### src/rtl/b64lw_pkg.sv
// Shared types, constants and the alphabet lookup of the base64 line-wrap encoder.
`default_nettype none

package b64lw_pkg;

  // Field and counter widths
  localparam int unsigned ByteW    = 8;
  localparam int unsigned WidthW   = 8;
  localparam int unsigned LimitW   = 16;
  localparam int unsigned CfgIdxW  = 1;
  localparam int unsigned CfgDataW = 16;
  localparam int unsigned JobChars = 4;
  localparam int unsigned JobIdxW  = 2;

  // Configuration register indexes
  localparam logic [CfgIdxW-1:0] CfgLineWidth   = 1'b0;
  localparam logic [CfgIdxW-1:0] CfgOutputLimit = 1'b1;

  // Register reset values
  localparam logic [WidthW-1:0] LineWidthRst   = 8'd0;
  localparam logic [LimitW-1:0] OutputLimitRst = 16'hFFFF;

  // Special characters
  localparam logic [ByteW-1:0] CharPad     = 8'h3D;
  localparam logic [ByteW-1:0] CharNewline = 8'h0A;

  // Left-over bit counts
  localparam logic [2:0] ResNone = 3'd0;
  localparam logic [2:0] ResTwo  = 3'd2;
  localparam logic [2:0] ResFour = 3'd4;

  // One accepted byte, expanded to its encoded characters (newlines not yet inserted)
  typedef struct packed {
    logic [JobChars-1:0][ByteW-1:0] chars;
    logic [JobIdxW-1:0]             last_idx;
    logic                           last;
  } job_t;

  // Map a six-bit group to its base64 character
  function automatic logic [ByteW-1:0] b64_char(input logic [5:0] v);
    logic [ByteW-1:0] w;
    begin
      w = {2'b00, v};
      if (v < 6'd26) begin
        b64_char = w + 8'h41;
      end else if (v < 6'd52) begin
        b64_char = w + 8'h61 - 8'd26;
      end else if (v < 6'd62) begin
        b64_char = w + 8'h30 - 8'd52;
      end else if (v == 6'd62) begin
        b64_char = 8'h2B;
      end else begin
        b64_char = 8'h2F;
      end
    end
  endfunction

endpackage

`default_nettype wire

### src/rtl/base64_encoder_line_wrap.sv
// Top level of the streaming base64 encoder with line wrapping and an output limit.
//
//   channel | direction | handshake             | payload
//   --------+-----------+-----------------------+------------------------------------
//   in      | input     | in_valid_i/in_stall_o | data_byte_i, last_byte_i
//   out     | output    | out_valid_o/out_stall_i| character_o, run_end_o, message_end_o
//   cfg     | input     | cfg_valid_i/cfg_ready_o| cfg_index_i, cfg_data_i
//
// A byte is expanded into one to four characters in the cycle it is accepted and
// parked in a one-entry holding register, from which it moves on to the emitter; a new
// byte is taken only while the holding register is empty. The emitter then produces one
// result (character or newline) per cycle while the output is not stalled, and drops a
// byte whose characters all fall past the limit without a result; a byte passes from the
// holding register to the active job and then to the output register. Reset
// clears all counters and valids; config registers return to width 0 and limit 65535.
// A stalled output freezes the emitter, and the input stalls once the holding
// register is full.
`default_nettype none

module base64_encoder_line_wrap (
  input  wire                               clk_i,
  input  wire                               rst_ni,
  // input channel
  input  wire                               in_valid_i,
  output logic                              in_stall_o,
  input  wire  [b64lw_pkg::ByteW-1:0]       data_byte_i,
  input  wire                               last_byte_i,
  // output channel
  output logic                              out_valid_o,
  input  wire                               out_stall_i,
  output logic [b64lw_pkg::ByteW-1:0]       character_o,
  output logic                              run_end_o,
  output logic                              message_end_o,
  // configuration channel
  input  wire                               cfg_valid_i,
  output logic                              cfg_ready_o,
  input  wire  [b64lw_pkg::CfgIdxW-1:0]     cfg_index_i,
  input  wire  [b64lw_pkg::CfgDataW-1:0]    cfg_data_i
);

  // Configuration registers
  logic [b64lw_pkg::WidthW-1:0] line_width_q;
  logic [b64lw_pkg::LimitW-1:0] output_limit_q;

  // Left-over bits
  logic [3:0] res_bits_q, res_bits_d;
  logic [2:0] res_cnt_q, res_cnt_d;

  // Holding register and active job
  b64lw_pkg::job_t               pend_q, job_d, act_q;
  logic                          pend_valid_q;
  logic                          act_valid_q;
  logic [b64lw_pkg::JobIdxW-1:0] act_idx_q, act_idx_d;
  logic                          act_nl_q, act_nl_d;

  // Line and message counters
  logic [b64lw_pkg::WidthW-1:0] col_q, col_d;
  logic [b64lw_pkg::LimitW-1:0] emitted_q, emitted_d;

  // Output register
  logic                         out_valid_q, out_valid_d;
  logic [b64lw_pkg::ByteW-1:0]  out_char_q, out_char_d;
  logic                         out_run_end_q, out_run_end_d;
  logic                         out_msg_end_q, out_msg_end_d;

  logic in_accept;
  logic step;
  logic skip;
  logic done;
  logic nl_next;
  logic act_load;
  logic [b64lw_pkg::LimitW-1:0] emitted_inc;
  logic [b64lw_pkg::WidthW-1:0] col_inc;
  logic at_last_char;
  logic limit_hit;

  assign cfg_ready_o = 1'b1;
  assign in_stall_o  = pend_valid_q;
  assign in_accept   = in_valid_i && !pend_valid_q;

  // Write configuration registers
  always_ff @(posedge clk_i or negedge rst_ni) begin
    if (!rst_ni) begin
      line_width_q   <= b64lw_pkg::LineWidthRst;
      output_limit_q <= b64lw_pkg::OutputLimitRst;
    end else if (cfg_valid_i) begin
      case (cfg_index_i)
        b64lw_pkg::CfgLineWidth:   line_width_q   <= cfg_data_i[b64lw_pkg::WidthW-1:0];
        b64lw_pkg::CfgOutputLimit: output_limit_q <= cfg_data_i[b64lw_pkg::LimitW-1:0];
        default: ;
      endcase
    end
  end

  // Expand the incoming byte into characters and advance the left-over bits
  always_comb begin
    job_d       = '0;
    job_d.last  = last_byte_i;
    res_bits_d  = res_bits_q;
    res_cnt_d   = res_cnt_q;
    case (res_cnt_q)
      b64lw_pkg::ResNone: begin
        job_d.chars[0]  = b64lw_pkg::b64_char(data_byte_i[7:2]);
        job_d.last_idx  = 2'd0;
        res_bits_d      = {2'b00, data_byte_i[1:0]};
        res_cnt_d       = b64lw_pkg::ResTwo;
        if (last_byte_i) begin
          job_d.chars[1] = b64lw_pkg::b64_char({data_byte_i[1:0], 4'b0000});
          job_d.chars[2] = b64lw_pkg::CharPad;
          job_d.chars[3] = b64lw_pkg::CharPad;
          job_d.last_idx = 2'd3;
        end
      end
      b64lw_pkg::ResTwo: begin
        job_d.chars[0]  = b64lw_pkg::b64_char({res_bits_q[1:0], data_byte_i[7:4]});
        job_d.last_idx  = 2'd0;
        res_bits_d      = data_byte_i[3:0];
        res_cnt_d       = b64lw_pkg::ResFour;
        if (last_byte_i) begin
          job_d.chars[1] = b64lw_pkg::b64_char({data_byte_i[3:0], 2'b00});
          job_d.chars[2] = b64lw_pkg::CharPad;
          job_d.last_idx = 2'd2;
        end
      end
      default: begin
        job_d.chars[0]  = b64lw_pkg::b64_char({res_bits_q, data_byte_i[7:6]});
        job_d.chars[1]  = b64lw_pkg::b64_char(data_byte_i[5:0]);
        job_d.last_idx  = 2'd1;
        res_bits_d      = 4'd0;
        res_cnt_d       = b64lw_pkg::ResNone;
      end
    endcase
    if (last_byte_i) begin
      res_bits_d = 4'd0;
      res_cnt_d  = b64lw_pkg::ResNone;
    end
  end

  // Hold left-over bits
  always_ff @(posedge clk_i or negedge rst_ni) begin
    if (!rst_ni) begin
      res_bits_q <= 4'd0;
      res_cnt_q  <= b64lw_pkg::ResNone;
    end else if (in_accept) begin
      res_bits_q <= res_bits_d;
      res_cnt_q  <= res_cnt_d;
    end
  end

  // Emitter step: one character or newline per cycle while the output is not stalled
  always_comb begin
    step         = act_valid_q && (!out_valid_q || !out_stall_i);
    emitted_inc  = emitted_q + 16'd1;
    col_inc      = col_q + 8'd1;
    at_last_char = (act_idx_q == act_q.last_idx);
    limit_hit    = (emitted_inc >= output_limit_q);
    skip         = !act_nl_q && (emitted_q >= output_limit_q);
    nl_next      = !act_nl_q && !skip && (line_width_q != 8'd0)
                   && (col_inc >= line_width_q) && !limit_hit;
    done         = skip || nl_next ? skip : (at_last_char || limit_hit);

    col_d         = col_q;
    emitted_d     = emitted_q;
    act_idx_d     = act_idx_q;
    act_nl_d      = act_nl_q;
    out_char_d    = out_char_q;
    out_run_end_d = out_run_end_q;
    out_msg_end_d = out_msg_end_q;
    out_valid_d   = out_valid_q && out_stall_i;

    if (step && !skip) begin
      out_valid_d   = 1'b1;
      out_char_d    = act_nl_q ? b64lw_pkg::CharNewline : act_q.chars[act_idx_q];
      out_run_end_d = done;
      out_msg_end_d = done && act_q.last;
      emitted_d     = emitted_inc;
      if (act_nl_q) begin
        col_d    = 8'd0;
        act_nl_d = 1'b0;
        act_idx_d = act_idx_q + 2'd1;
      end else begin
        if (line_width_q != 8'd0) begin
          col_d = col_inc;
        end
        if (nl_next) begin
          act_nl_d = 1'b1;
        end else begin
          act_idx_d = act_idx_q + 2'd1;
        end
      end
    end

    // Clear the message counters once the last byte is through
    if (step && done && act_q.last) begin
      col_d     = 8'd0;
      emitted_d = 16'd0;
    end

    act_load = pend_valid_q && (!act_valid_q || (step && done));
    if (act_load || (step && done)) begin
      act_idx_d = '0;
      act_nl_d  = 1'b0;
    end
  end

  // Hold control state
  always_ff @(posedge clk_i or negedge rst_ni) begin
    if (!rst_ni) begin
      pend_valid_q <= 1'b0;
      act_valid_q  <= 1'b0;
      act_idx_q    <= '0;
      act_nl_q     <= 1'b0;
      col_q        <= 8'd0;
      emitted_q    <= 16'd0;
      out_valid_q  <= 1'b0;
    end else begin
      if (in_accept) begin
        pend_valid_q <= 1'b1;
      end else if (act_load) begin
        pend_valid_q <= 1'b0;
      end
      if (act_load) begin
        act_valid_q <= 1'b1;
      end else if (step && done) begin
        act_valid_q <= 1'b0;
      end
      act_idx_q   <= act_idx_d;
      act_nl_q    <= act_nl_d;
      col_q       <= col_d;
      emitted_q   <= emitted_d;
      out_valid_q <= out_valid_d;
    end
  end

  // Hold payload registers
  always_ff @(posedge clk_i) begin
    if (in_accept) begin
      pend_q <= job_d;
    end
    if (act_load) begin
      act_q <= pend_q;
    end
    out_char_q    <= out_char_d;
    out_run_end_q <= out_run_end_d;
    out_msg_end_q <= out_msg_end_d;
  end

  assign out_valid_o   = out_valid_q;
  assign character_o   = out_char_q;
  assign run_end_o     = out_run_end_q;
  assign message_end_o = out_msg_end_q;

endmodule

`default_nettype wire

### config.mk
export PLATFORM = sky130hd
export DESIGN_NAME = base64_encoder_line_wrap
export DESIGN_NICKNAME = d
export VERILOG_FILES = /design/src/rtl/b64lw_pkg.sv /design/src/rtl/base64_encoder_line_wrap.sv
export SDC_FILE = /design/constraint.sdc
export NUM_CORES = 1
export LEC_CHECK = 0
export ABC_AREA = 1
export BUFFER_PORTS_ARGS = -buffer_cell sky130_fd_sc_hd__buf_4
export CORE_MARGIN = 8
export CORE_UTILIZATION = 42
export CTS_CLUSTER_SIZE = 16
export DETAILED_ROUTE_END_ITERATION = 12
export GPL_ROUTABILITY_DRIVEN = 0
export GPL_TIMING_DRIVEN = 0
export PLACE_DENSITY = 0.65
export SYNTH_ARGS = -nofsm -noshare
export SYNTH_HDL_FRONTEND = slang
export SYNTH_SLANG_ARGS = --single-unit
### constraint.sdc
create_clock -name clk_i -period 5.7 [get_ports clk_i]
set_input_delay 0 -clock clk_i [delete_from_list [all_inputs] [get_ports clk_i]]
set_output_delay 0 -clock clk_i [all_outputs]
set_load 0.02 [all_outputs]
==> impl_metrics.yaml <==
power:
  peakVddDrop_mv: 0.203
  p_sw_share_pct: 41.4
  p_switching_uw: 1450
  power.density_mw_per_mm2: 405
  p_leak_uw: 0.00413
  seqPwrFrac_pct: 37.8
  p_comb_share_pct: 44.9
  internal_power_uw: 2050
  p_clk_share_pct: 17.2
critical_path:
  cp_data_required_time_ns: 5.76
  path_max_fanout: 11
  arrival_ns: 4.00
  startpoint_type: "flop"
  path_class: "reg2reg"
  slowest_delay_ns: 0.51
  cp_slowest_cell: "a21oi_2"
  worst_setup_path_end_kind: "flop"
  path_cells: "ha_1, nand2_2, nor2_4, nand3_2, nor2_2, nand2_2, nor3_4, nand3_1, xor2_1, inv_1, ha_1, nand4_1, nor4_2, nor2_2, nand2b_4, nand3_1, a21oi_2, buf_6"
  regToRegSetupSlack_ns: 1.76
cts:
  post_cts_buffers: 0
  hold_buffers: 19
  clockBufferDepth: 2
  cts_made_buffers: 9
  htreeDepth: 3
  ctsResizeCount: 0
  clkSlewWorstSetupHoldPaths_ns: 0.07
  clk_latency_ns: 0.35
  root_buffer: "clkbuf_16"
  cts_sinks: 110
  cts_tree: "done"
sta:
  maxSlewViolCount: 0
  tightest_slew_ns: 0.816
  hold_viol_final: 0
  slew_headroom_pct: 45.2
  rsz0062_at_grt: "false"
  hold_slack_ns: 0.0476
  setup_viol: 0
  clock.fmax_ghz: 0.254
  period_minus_slack_ns: 3.94
  fin_crit_sh_pct: 69.0
  layout_setup_ws_ns: 1.76
  tns_ns: 0
  skew_ns: 0.0103
floorplan:
  dieArea_mm2: 0.0225
  num_rows: 49
  dieHeight_um: 150
  die_w_um: 150
  start_util_pct: 42.5
  num_io_pins: 44
  core_region_area_mm2: 0.0178
global_routing:
  grt_antenna_before_repair: 0
  grt_overflow: 0
  grt_pass1_vias: 6245
  gr-usage-all-layers_pct: 16.7
  grt_max_degree: 61
  grt_pass1_wl_um: 30300
synthesis:
  synthCells: 939
  synth_cell_types: 57
  avgSynthCellArea_um2: 8.04
  synth_area_mm2: 0.00755
  ys_ff_latch: 110
  synth_edf_count: 50
  syn_nets: 1032
  seq_area_frac_synth_pct: 40.0
  synth_flop_cell: "edfxtp_1"
  async_flop_share_pct: 54.5
  yosys_warnings: 0
cells_and_area:
  syn2layout_area_growth_pct: 14.5
  final_core_util_pct: 48.6
  drive_gt1_share_pct: 14.0
  final_nets: 1105
  register_area_mm2: 0.00302
  fillerInstances: 1755
  final_cells: 1246
  layout_common_cells: "nand2_1 (211), inv_1 (127), nor2_1 (72)"
  multiInputGateArea_mm2: 0.00382
  final_common_cell: "nand2_1"
  diodes: 0
drt:
  viasPerCell: 5.18
  route.detailed.drc: 0
  drtIter0Drc: 472
  post_drt_wl_per_cell_um: 14.5
  num_vias: 6453
  drtPass1Iterations: 4
  routed_wl_um: 18100
  drtAntennaViolNets: 0
placed_design:
  dp_hpwl_um: 13800
  dp.cells: 1211
  io_buffers: 42
  dp_slack_ns: 1.74
status:
  status: "completed"
worst_hold_path:
  hold_path.class: "in2reg"
job:
  maxCapViolations: 0
power groups by stage:
stage                     sequential (uW)  clock, uW  combinational, uW
after floorplan                      1360          0               1070
after global placement               1340          0               1520
after detailed placement             1340          0               1560
after CTS                            1330        616               1570
after global routing                 1350        645               1790
final                                1330        604               1580
routing by layer:
| layer | vias to the layer above | track usage, % | share of wire (%) |
|---|---|---|---|
| li1 | 3247 | - | - |
| met1 | 3009 | 22.1 | 47 |
| met2 | 177 | 27.5 | 47 |
| met3 | 20 | 2.06 | 4.5 |
| met4 | 0 | 5.65 | 1.5 |
| met5 | - | 0 | 0 |
sequential cells by signal, indices dropped and copies added, names as in the netlist:
register / count
output_limit_q: 16
out_valid_o: 1
act_idx_q: 2
run_end_o: 1
res_cnt_q: 2
message_end_o: 1
emitted_q: 16
act_nl_q: 1
res_bits_q: 4
character_o: 8
act_q: 20
col_q: 8
line_width_q: 8
act_valid_q: 1
pend_q: 20
in_stall_o: 1
cell type report:
class,count,area share (%)
Multi-Input combinational cell,654,44.2
Sequential cell,110,35.0
Inverter,152,6.63
Timing Repair Buffer,62,5.98
Tap cell,229,3.31
Clock buffer,12,2.98
Buffer,23,1.55
Clock inverter,4,0.347
per-stage QoR:
| step | total power [uW] | instance area, um^2 |
|---|---|---|
| after floorplan | 2430 | 7550 |
| after global placement | 2860 | 8150 |
| after detailed placement | 2900 | 8170 |
| after CTS | 3520 | 8640 |
| after global routing | 3790 | 8640 |
| final | 3500 | 8640 |
final timing paths:
check / end / startpoint / cells past startpoint
setup / recovery: act_q[17] / emitted_q[0] / 18
hold / removal: output_limit_q[10] / cfg_valid_i / 4
setup reg to reg: act_q[17] / emitted_q[0] / 18
hold reg to reg: act_q[15] / pend_q[15] / 0
max in group asynchronous: emitted_q[4] / rst_ni / 2
min in group asynchronous: line_width_q[3] / rst_ni / 2
synthesized netlist by cell type (all sizes together) (6+ instances only):
library cell / count / area, um^2
a21oi: 39 / 195
nand4: 11 / 68.8
clkbuf: 6 / 22.5
o31ai: 8 / 60.1
nor3: 13 / 81.3
ha: 62 / 776
dfrtp: 44 / 1100
edfxtp: 50 / 1500
xor2: 30 / 263
inv: 149 / 562
buf: 17 / 111
o211ai: 17 / 128
nand3: 50 / 283
o21ai: 75 / 379
nor2: 82 / 348
o221ai: 6 / 52.6
nand2: 218 / 841
dfstp: 16 / 420
critical path: cells and delay by family (launching register included):
kind	cells	cell delay, ns
AOI/OAI and AO/OA	1	0.51
xor gates and xnor gates	1	0.25
adders and majority gates	2	0.51
buffers and inverters	2	0.33
DFF	1	0.44
and+or+nand+nor	12	1.60
kinds of logic after synthesis:
logic type,after synthesis,share of synthesized area (%)
fa+ha+maj,62,10.3
xor+xnor,33,3.83
flops,110,40.0
compound gates,171,13.5
buf+inv,175,9.37
other cells,1,0.0497
simple gates,387,22.9
No activity file was read; power rests on OpenSTA's default activity.
